===== config.mk =====
export PLATFORM = sky130hd
export DESIGN_NAME = spinning_target_armor_select_unit
export DESIGN_NICKNAME = d
export VERILOG_FILES = /design/src/rtl/stas_pkg.sv /design/src/rtl/stas_ctrl.sv /design/src/rtl/stas_dp.sv /design/src/rtl/spinning_target_armor_select_unit.sv
export SDC_FILE = /design/constraint.sdc
export NUM_CORES = 1
export LEC_CHECK = 0
export BUFFER_PORTS_ARGS = -buffer_cell sky130_fd_sc_hd__clkbuf_2
export CAP_MARGIN = 20
export CORE_MARGIN = 8
export CORE_UTILIZATION = 50
export DETAILED_ROUTE_END_ITERATION = 12
export HOLD_SLACK_MARGIN = 0.06
export PLACE_DENSITY_LB_ADDON = 0.25
export SYNTH_ARGS = -nofsm -noshare
export SYNTH_HDL_FRONTEND = slang
export SYNTH_SLANG_ARGS = --single-unit
export TNS_END_PERCENT = 20

===== constraint.sdc =====
create_clock -name clk -period 20.3 [get_ports clk]
set_clock_uncertainty 0.2 [all_clocks]
set_input_delay 1.015 -clock clk [delete_from_list [all_inputs] [get_ports clk]]
set_output_delay 1.015 -clock clk [all_outputs]
set_load 0.02 [all_outputs]

===== src/rtl/stas_pkg.sv =====
// Shared types, constants and the arctangent table for the spinning target armor selector.
package stas_pkg;

  localparam int POS_W     = 24;
  localparam int SPIN_W    = 16;
  localparam int CNT_W     = 3;
  localparam int ANGLE_W   = 16;
  localparam int IDX_W     = 2;
  localparam int YAW_N     = 4;
  localparam int CFG_IDX_W = 2;

  localparam int MAX_ARMORS_DEF = 4;

  // cordic: 24-bit input, one half-turn pre-rotation and gain of ~1.65 fit in 27 bits
  localparam int CW        = 27;
  localparam int STEPS     = 15;
  localparam int STEP_W    = 4;
  localparam logic [STEP_W-1:0] STEP_LAST = STEP_W'(STEPS - 1);

  // stream packing
  localparam int S_TDATA_W = 136;
  localparam int S_TUSER_W = 2;
  localparam int M_TDATA_W = 8;
  localparam int M_TUSER_W = 1;
  localparam int CX_LSB    = 0;
  localparam int CY_LSB    = CX_LSB + POS_W;
  localparam int SPIN_LSB  = CY_LSB + POS_W;
  localparam int CNT_LSB   = SPIN_LSB + SPIN_W;
  localparam int YAW_LSB   = CNT_LSB + CNT_W;
  localparam int USER_JUMPED  = 0;
  localparam int USER_OUTPOST = 1;

  // register indexes
  localparam logic [CFG_IDX_W-1:0] REG_COMING  = CFG_IDX_W'(0);
  localparam logic [CFG_IDX_W-1:0] REG_LEAVING = CFG_IDX_W'(1);

  localparam logic [ANGLE_W-1:0] COMING_RST      = 16'd10923;
  localparam logic [ANGLE_W-1:0] LEAVING_RST     = 16'd3641;
  localparam logic [ANGLE_W-1:0] SLOW_WINDOW     = 16'd10922;
  localparam logic [ANGLE_W-1:0] OUTPOST_COMING  = 16'd12742;
  localparam logic [ANGLE_W-1:0] OUTPOST_LEAVING = 16'd5461;
  localparam logic [ANGLE_W-1:0] HALF_TURN       = 16'h8000;
  localparam logic signed [SPIN_W-1:0] SLOW_SPIN = 16'sd512;

  typedef struct packed {
    logic              load;
    logic              rotate;
    logic              delta;
    logic              decide;
    logic [STEP_W-1:0] step;
  } cmd_t;

  typedef struct packed {
    logic out_free;
  } sts_t;

  // atan(2^-i) in binary angle units
  function automatic logic [ANGLE_W-1:0] atan_tab(input logic [STEP_W-1:0] i);
    logic [ANGLE_W-1:0] v;
    case (i)
      4'd0:    v = 16'd8192;
      4'd1:    v = 16'd4836;
      4'd2:    v = 16'd2555;
      4'd3:    v = 16'd1297;
      4'd4:    v = 16'd651;
      4'd5:    v = 16'd326;
      4'd6:    v = 16'd163;
      4'd7:    v = 16'd81;
      4'd8:    v = 16'd41;
      4'd9:    v = 16'd20;
      4'd10:   v = 16'd10;
      4'd11:   v = 16'd5;
      4'd12:   v = 16'd3;
      4'd13:   v = 16'd1;
      4'd14:   v = 16'd1;
      default: v = 16'd0;
    endcase
    return v;
  endfunction

endpackage


===== src/rtl/stas_ctrl.sv =====
// Sequencer: accept, cordic steps, armor deltas, decision.
module stas_ctrl import stas_pkg::*; (
  input  logic clk,
  input  logic rst,
  input  logic in_valid,
  output logic in_ready,
  input  sts_t sts,
  output cmd_t cmd
);

  typedef enum logic [3:0] {
    S_IDLE   = 4'b0001,
    S_ROTATE = 4'b0010,
    S_DELTA  = 4'b0100,
    S_DECIDE = 4'b1000
  } state_t;

  state_t            state, state_next;
  logic [STEP_W-1:0] step;

  assign in_ready = (state == S_IDLE);

  always_comb begin
    state_next = state;
    cmd        = '0;
    cmd.step   = step;
    case (state)
      S_IDLE: begin
        if (in_valid) begin
          cmd.load   = 1'b1;
          state_next = S_ROTATE;
        end
      end
      S_ROTATE: begin
        cmd.rotate = 1'b1;
        if (step == STEP_LAST) begin
          state_next = S_DELTA;
        end
      end
      S_DELTA: begin
        cmd.delta  = 1'b1;
        state_next = S_DECIDE;
      end
      S_DECIDE: begin
        if (sts.out_free) begin
          cmd.decide = 1'b1;
          state_next = S_IDLE;
        end
      end
      default: state_next = S_IDLE;
    endcase
  end

  always_ff @(posedge clk) begin
    if (rst) begin
      state <= S_IDLE;
      step  <= '0;
    end else begin
      state <= state_next;
      if (cmd.load || (cmd.rotate && step == STEP_LAST)) begin
        step <= '0;
      end else if (cmd.rotate) begin
        step <= step + STEP_W'(1);
      end
    end
  end

  a_accept_starts: assert property (@(posedge clk) disable iff (rst)
    (in_valid && in_ready) |=> (state == S_ROTATE && step == '0))
    else $error("accepted word did not start rotation at step 0");

  a_rotate_ends: assert property (@(posedge clk) disable iff (rst)
    (state == S_ROTATE && step == STEP_LAST) |=> (state == S_DELTA))
    else $error("last cordic step not followed by delta");

  a_decide_holds: assert property (@(posedge clk) disable iff (rst)
    (state == S_DECIDE && !sts.out_free) |=> (state == S_DECIDE && !in_ready))
    else $error("decision left while output register busy");

endmodule


===== src/rtl/stas_dp.sv =====
// Datapath: input registers, shared cordic step, armor deltas, selection, lock and output register.
module stas_dp import stas_pkg::*; #(
  parameter int MAX_ARMORS = MAX_ARMORS_DEF
) (
  input  logic                     clk,
  input  logic                     rst,
  input  cmd_t                     cmd,
  output sts_t                     sts,
  input  logic                     cfg_we,
  input  logic [CFG_IDX_W-1:0]     cfg_index,
  input  logic [ANGLE_W-1:0]       cfg_data,
  input  logic signed [POS_W-1:0]  center_x,
  input  logic signed [POS_W-1:0]  center_y,
  input  logic signed [SPIN_W-1:0] spin_rate,
  input  logic [CNT_W-1:0]         armor_count,
  input  logic [ANGLE_W-1:0]       armor_yaw [YAW_N],
  input  logic                     jumped,
  input  logic                     is_outpost,
  output logic                     out_valid,
  input  logic                     out_ready,
  output logic                     valid_res,
  output logic [IDX_W-1:0]         armor_index
);

  logic [ANGLE_W-1:0] approach_win, depart_win;

  logic signed [CW-1:0] x, y;
  logic [ANGLE_W-1:0]   z;
  logic                 zero_vec;
  logic signed [SPIN_W-1:0] spin;
  logic [CNT_W-1:0]     cnt;
  logic                 jumped_r, outpost_r;
  logic [ANGLE_W-1:0]   yaw   [MAX_ARMORS];
  logic [ANGLE_W-1:0]   delta [MAX_ARMORS];
  logic [ANGLE_W-1:0]   mag   [MAX_ARMORS];
  logic [MAX_ARMORS-1:0] lane_en;

  logic                 lock_present;
  logic [IDX_W-1:0]     locked_armor;

  // load
  logic signed [CW-1:0] x_in, y_in;
  logic [CNT_W-1:0]     cnt_in;
  // cordic step
  logic signed [CW-1:0] xs, ys, x_next, y_next;
  logic [ANGLE_W-1:0]   z_next, bearing;
  // decision
  logic                 slow, spin_pos, spin_neg, found;
  logic [ANGLE_W-1:0]   com, lea;
  logic signed [ANGLE_W+1:0] lea_s, lea_neg, d_s;
  logic [1:0]           n;
  logic [IDX_W-1:0]     c0, c1, fast_idx;
  logic [ANGLE_W-1:0]   a0, a1;
  logic                 valid_next, lock_present_next;
  logic [IDX_W-1:0]     idx_next, locked_armor_next;

  assign sts.out_free = !out_valid || out_ready;

  // configuration
  always_ff @(posedge clk) begin
    if (rst) begin
      approach_win <= COMING_RST;
      depart_win   <= LEAVING_RST;
    end else if (cfg_we) begin
      case (cfg_index)
        REG_COMING:  approach_win <= cfg_data;
        REG_LEAVING: depart_win   <= cfg_data;
        default: ;
      endcase
    end
  end

  always_comb begin
    x_in   = {{(CW-POS_W){center_x[POS_W-1]}}, center_x};
    y_in   = {{(CW-POS_W){center_y[POS_W-1]}}, center_y};
    cnt_in = (armor_count > CNT_W'(MAX_ARMORS)) ? CNT_W'(MAX_ARMORS) : armor_count;
  end

  always_comb begin
    xs = x >>> cmd.step;
    ys = y >>> cmd.step;
    if (!y[CW-1] && (y != '0)) begin
      x_next = x + ys;
      y_next = y - xs;
      z_next = z + atan_tab(cmd.step);
    end else begin
      x_next = x - ys;
      y_next = y + xs;
      z_next = z - atan_tab(cmd.step);
    end
    bearing = zero_vec ? '0 : z;
  end

  always_ff @(posedge clk) begin
    if (cmd.load) begin
      zero_vec  <= (center_x == '0) && (center_y == '0);
      if (center_x[POS_W-1]) begin
        x <= -x_in;
        y <= -y_in;
        z <= HALF_TURN;
      end else begin
        x <= x_in;
        y <= y_in;
        z <= '0;
      end
      spin      <= spin_rate;
      cnt       <= cnt_in;
      jumped_r  <= jumped;
      outpost_r <= is_outpost;
      for (int i = 0; i < MAX_ARMORS; i++) begin
        yaw[i] <= armor_yaw[i];
      end
    end else if (cmd.rotate) begin
      x <= x_next;
      y <= y_next;
      z <= z_next;
    end
    if (cmd.delta) begin
      for (int i = 0; i < MAX_ARMORS; i++) begin
        delta[i]   <= yaw[i] - bearing;
        mag[i]     <= ((yaw[i] - bearing) >= HALF_TURN) ? bearing - yaw[i] : yaw[i] - bearing;
        lane_en[i] <= CNT_W'(i) < cnt;
      end
    end
  end

  always_comb begin
    slow     = (spin <= SLOW_SPIN) && (spin >= -SLOW_SPIN) && !outpost_r;
    spin_pos = !spin[SPIN_W-1] && (spin != '0);
    spin_neg = spin[SPIN_W-1];
    com      = outpost_r ? OUTPOST_COMING : approach_win;
    lea      = outpost_r ? OUTPOST_LEAVING : depart_win;
    lea_s    = {2'b00, lea};
    lea_neg  = -lea_s;

    // first two armors inside the slow window
    n  = 2'd0;
    c0 = '0;
    c1 = '0;
    a0 = '0;
    a1 = '0;
    for (int i = 0; i < MAX_ARMORS; i++) begin
      if (lane_en[i] && mag[i] <= SLOW_WINDOW) begin
        if (n == 2'd0) begin
          c0 = IDX_W'(i);
          a0 = mag[i];
          n  = 2'd1;
        end else if (n == 2'd1) begin
          c1 = IDX_W'(i);
          a1 = mag[i];
          n  = 2'd2;
        end
      end
    end

    // first armor inside the coming window that is not leaving
    found    = 1'b0;
    fast_idx = '0;
    for (int i = 0; i < MAX_ARMORS; i++) begin
      d_s = {{2{delta[i][ANGLE_W-1]}}, delta[i]};
      if (!found && lane_en[i] && mag[i] <= com &&
          ((spin_pos && d_s < lea_s) || (spin_neg && d_s > lea_neg))) begin
        found    = 1'b1;
        fast_idx = IDX_W'(i);
      end
    end

    valid_next        = 1'b0;
    idx_next          = '0;
    lock_present_next = lock_present;
    locked_armor_next = locked_armor;
    if (cnt == '0) begin
      valid_next = 1'b0;
    end else if (!jumped_r) begin
      valid_next = 1'b1;
    end else if (slow) begin
      if (n == 2'd1) begin
        lock_present_next = 1'b0;
        locked_armor_next = '0;
        valid_next        = 1'b1;
        idx_next          = c0;
      end else if (n == 2'd2) begin
        if (!lock_present || (locked_armor != c0 && locked_armor != c1)) begin
          locked_armor_next = (a0 < a1) ? c0 : c1;
          lock_present_next = 1'b1;
        end
        valid_next = 1'b1;
        idx_next   = locked_armor_next;
      end
    end else begin
      valid_next = found;
      idx_next   = fast_idx;
    end
  end

  always_ff @(posedge clk) begin
    if (rst) begin
      lock_present <= 1'b0;
      locked_armor <= '0;
      out_valid    <= 1'b0;
    end else if (cmd.decide) begin
      lock_present <= lock_present_next;
      locked_armor <= locked_armor_next;
      out_valid    <= 1'b1;
    end else if (out_ready) begin
      out_valid <= 1'b0;
    end
  end

  always_ff @(posedge clk) begin
    if (cmd.decide) begin
      valid_res   <= valid_next;
      armor_index <= valid_next ? idx_next : '0;
    end
  end

  a_idx_zero: assert property (@(posedge clk) disable iff (rst)
    (out_valid && !valid_res) |-> (armor_index == '0))
    else $error("invalid result carries nonzero armor index");

  a_lock_range: assert property (@(posedge clk) disable iff (rst)
    lock_present |-> (int'(locked_armor) < MAX_ARMORS))
    else $error("locked armor out of range");

  a_lock_on_decide: assert property (@(posedge clk) disable iff (rst)
    (!$past(rst) && (lock_present != $past(lock_present) ||
                     locked_armor != $past(locked_armor))) |-> $past(cmd.decide))
    else $error("lock changed outside a decision");

endmodule


===== src/rtl/spinning_target_armor_select_unit.sv =====
// Top level of the spinning target armor selector.
//
// Input stream (s_axis): one word per camera frame with the target center, spin
// rate, armor count and up to four armor yaw angles; tuser carries the jumped and
// outpost flags. Output stream (m_axis): one word per input word; tuser is the
// valid bit, tdata the chosen armor index (0 when not valid).
// Configuration: cfg_we writes cfg_data into register cfg_index (0 coming
// window, 1 leaving cut-off); writes to other indexes are dropped.
// Sequence: the center bearing comes from a 15-step cordic that reuses one
// shift-add stage, followed by a delta state and a decision state. A new word is
// taken only once the previous word has left its decision state.
// While a result waits for m_axis_tready the next word is still accepted and
// processed; it holds in its decision cycle until the output register is free.
// Reset clears the armor lock and the output valid flag and restores the register
// defaults.
module spinning_target_armor_select_unit import stas_pkg::*; #(
  parameter int MAX_ARMORS = MAX_ARMORS_DEF
) (
  input  logic                  clk,
  input  logic                  rst,
  input  logic                  s_axis_tvalid,
  output logic                  s_axis_tready,
  // center_x, center_y, spin_rate, armor_count, armor_yaw_0..3, zero fill
  input  logic [S_TDATA_W-1:0]  s_axis_tdata,
  // jumped, is_outpost
  input  logic [S_TUSER_W-1:0]  s_axis_tuser,
  output logic                  m_axis_tvalid,
  input  logic                  m_axis_tready,
  // armor_index, zero fill
  output logic [M_TDATA_W-1:0]  m_axis_tdata,
  // valid_res
  output logic [M_TUSER_W-1:0]  m_axis_tuser,
  input  logic                  cfg_we,
  input  logic [CFG_IDX_W-1:0]  cfg_index,
  input  logic [ANGLE_W-1:0]    cfg_data
);

  cmd_t               cmd;
  sts_t               sts;
  logic [ANGLE_W-1:0] yaw [YAW_N];
  logic               valid_res;
  logic [IDX_W-1:0]   armor_index;

  always_comb begin
    for (int i = 0; i < YAW_N; i++) begin
      yaw[i] = s_axis_tdata[YAW_LSB + i*ANGLE_W +: ANGLE_W];
    end
  end

  stas_ctrl u_ctrl (
    .clk      (clk),
    .rst      (rst),
    .in_valid (s_axis_tvalid),
    .in_ready (s_axis_tready),
    .sts      (sts),
    .cmd      (cmd)
  );

  stas_dp #(
    .MAX_ARMORS (MAX_ARMORS)
  ) u_dp (
    .clk         (clk),
    .rst         (rst),
    .cmd         (cmd),
    .sts         (sts),
    .cfg_we      (cfg_we),
    .cfg_index   (cfg_index),
    .cfg_data    (cfg_data),
    .center_x    ($signed(s_axis_tdata[CX_LSB +: POS_W])),
    .center_y    ($signed(s_axis_tdata[CY_LSB +: POS_W])),
    .spin_rate   ($signed(s_axis_tdata[SPIN_LSB +: SPIN_W])),
    .armor_count (s_axis_tdata[CNT_LSB +: CNT_W]),
    .armor_yaw   (yaw),
    .jumped      (s_axis_tuser[USER_JUMPED]),
    .is_outpost  (s_axis_tuser[USER_OUTPOST]),
    .out_valid   (m_axis_tvalid),
    .out_ready   (m_axis_tready),
    .valid_res   (valid_res),
    .armor_index (armor_index)
  );

  assign m_axis_tdata = {{(M_TDATA_W-IDX_W){1'b0}}, armor_index};
  assign m_axis_tuser = valid_res;

endmodule

==> metrics.txt <==
Initial Utilization=0.502; PD cells=~120 nW/um2; detailed-route vias per instance=~6.0; Hold-fix buffers, CTS=0; FF+latch count, synth=345; most frequent cell after synthesis=ha_1; CP Launch Type=flop; GRT Util Overall=0.246; pre-CTS setup slack=13.01 ns; worst-path fanout max=49; most frequent cells after synthesis=ha_1, nand2_1, edfxtp_1; Post-CTS Setup Bufs=0; yosys warns=0; vias in the first global route=25300; Leakage=~0.015 uW; worst vdd ir=0.000128 V; placed insts=between 4000 and 5000; placed instance area=around 34000 um2; Post-Layout Cell Count=between 4000 and 5000; Layout area overhead=9.50%; ys async rst share=0; H-tree Lvls=2; post-route ant nets=0; cell accounting for the most synthesized area=edfxtp_1; Mapped Cells=3455; 1st-iter DRT viols=around 2300; Clk Latency, worst-skew pair=~0.60 ns; final hold vios=0; Die ar.=a little over 70000 um2; Max-Cap Viols=0; GP Congestion=between 0.9 and 1; final setup violation count=0; nets=between 4000 and 5000; post_cts resized=0; Slew @ Worst Pin=around 1.2 ns; root buffer cell=clkbuf_16; status=finished clean; unrepaired setup endpoints after global routing=false; final slew viol count=0; Post-synth EDFFs=287; Routed wire per std cell=20.8 um; dpl hpwl=roughly 74000 um; CP Capture Type=flop; clock sinks=approximately 350; fmax=~0.14 GHz; design area=35200 um2; Most used DFF post-synth=edfxtp_1; initial antenna violation count=0; die width=~270 um; drt first pass iters=6; deepest clock path buffer count=3; port bufs=160; Crit path arrival time=7.42 ns; layout cells sized above 1=0.113; largest cells by area after synthesis=edfxtp_1, ha_1, xnor2_1; setup_tns=0 ns; Rel. slew slack=0.208; Avg Inst Size Synth=~9.3 um2; row count=93; WL final=between 90000 and 100000 um; multi-input logic area=around 21000 um2; CORE AREA=between 60000 and 70000 um2; slack of the critical path=12.99 ns; Tmin final=about 7.3 ns; TritonCTS Buffers=42; Antenna Cells=0; vias=26700; GRT overflow=0; Yosys top cell area share=0.268; WP data required=a little over 20 ns; Unique masters post-synth=87; sequential element share of the synthesized area=0.304; # DRC=0; Hold WC Path Type=reg -> reg; Fillers=~6000; Reg area=about 9800 um2; kind of critical path=reg -> reg; CTS tree=yes; first-pass GRT wire length=between 100000 and 150000 um; # IOs=between 150 and 200; Vert. Die Dim=~270 um; fin crit share=0.360; Netlist Area Pre-Place=about 32000 um2; Clock transition at path regs=roughly 0.06 ns; largest net degree at the start of global routing=93
==> sequential cells by signal, indices dropped and copies added, names as in the netlist, 2 cells and up, named ones only <==
signal             flops
u_dp.y                27
u_dp.locked_armor      2
u_dp.approach_win     16
u_dp.lane_en           4
u_dp.z                16
u_dp.cnt               3
u_ctrl.state           4
u_dp.armor_index       2
u_dp.depart_win       16
u_dp.mag              62
u_dp.yaw              64
u_dp.spin             16
u_dp.delta            62
u_ctrl.step            4
u_dp.x                27
==> path summary, 6_finish.rpt <==
check | startpoint | end | slack (ns) | depth (start not counted)
worst max-delay path | u_ctrl.step[0]$_SDFFE_PP0P_ | u_dp.y[26]$_DFFE_PP_ | 12.99 | 17
worst min-delay path | u_dp.approach_win[12]$_SDFFE_PP0P_ | u_dp.approach_win[12]$_SDFFE_PP0P_ | 0.25 | 2
worst max register to register | u_ctrl.step[0]$_SDFFE_PP0P_ | u_dp.y[26]$_DFFE_PP_ | 12.99 | 17
worst min register to register | u_dp.approach_win[12]$_SDFFE_PP0P_ | u_dp.approach_win[12]$_SDFFE_PP0P_ | 0.25 | 2
==> cells in the final DEF (no fill, tap or decap), types with 27 or more instances in the layout <==
cell type | Yosys | routed
a21o_1 | 105 | 105
mux2_2 | 31 | 31
ha_1 | 409 | 409
nor2b_1 | 56 | 56
nand2_1 | 294 | 292
o21ai_0 | 209 | 209
edfxtp_1 | 287 | 287
a31oi_1 | 32 | 32
nand3_1 | 49 | 49
nor3_1 | 61 | 61
nand2b_1 | 72 | 72
a21oi_1 | 245 | 245
clkbuf_2 | 0 | 160
buf_4 | 9 | 27
a211oi_1 | 31 | 30
clkbuf_16 | 0 | 42
xnor2_1 | 167 | 164
nor2_1 | 281 | 280
dfxtp_1 | 58 | 54
mux4_2 | 64 | 64
a21boi_0 | 30 | 30
inv_1 | 189 | 188
o31ai_1 | 45 | 45
mux2i_1 | 69 | 69
o21a_1 | 27 | 27
xor2_1 | 106 | 106
nand4_1 | 33 | 33
and3_1 | 32 | 32
==> through the flow <==
step | total power (uW) | hold slack, ns | utilization
after CTS | 4360 | 0.258 | 0.549
after global routing | 4680 | 0.272 | 0.550
final | 4380 | 0.255 | 0.550
after global placement | 3530 | 0.244 | 0.527
after detailed placement | 3560 | 0.250 | 0.527
after floorplan | 2970 | 0.230 | -
==> worst max-delay path: stages (launching register included) <==
cell and delay, ns:
dfxtp_4 0.45, buf_4 0.62, mux4_1 0.77, mux4_2 0.59, nor4_1 0.41, and4bb_1 0.31, nand3_1 0.13, nor3b_1 0.69
nor2_1 0.11, xor2_1 0.19, ha_1 0.36, a211o_1 0.35, o311ai_0 0.71, o31ai_1 0.20, o41ai_1 0.45, o21ai_0 0.18
xnor2_1 0.16, a21oi_1 0.08
==> routing by layer <==
layer  global-route usage  vias to the layer above  wire length, um
met2                0.408                      907            42900
met3               0.0296                      178             5170
met5                    0                        -                0
met4                0.101                        0             4110
met1                0.324                    12700            40400
li1                     -                    13000                -
==> cells by family (layout without fill, tap and decap cells) <==
family / after synthesis / count (layout) / share of synthesized area
and+or+nand+nor: 1033 / 1033 / 0.158
AOI/OAI and AO/OA: 890 / 890 / 0.176
adders and majority gates: 423 / 423 / 0.167
DFF: 345 / 345 / 0.304
buffers and inverters: 320 / 459 / 0.0397
xor gates and xnor gates: 274 / 274 / 0.0751
muxes: 168 / 168 / 0.0791
other: 2 / 10 / 0.000234
==> power breakdown <==
part	total, uW	leakage, uW	switching [uW]	internal [uW]
sequential	1090	0.00315	127	968
combinational	2500	0.0110	1420	1080
clock	777	0.000690	325	452
total	4380	0.0149	1880	2500
==> cell type report <==
cell class,instances,area share
inverter,193,0.0207
clock inverter,33,0.00982
sequential,345,0.278
multi-input combinational,2798,0.601
tap,855,0.0304
clock buffer,45,0.0305
timing repair buffer,188,0.0290
Note: power is estimated with default switching activity, not from simulation.
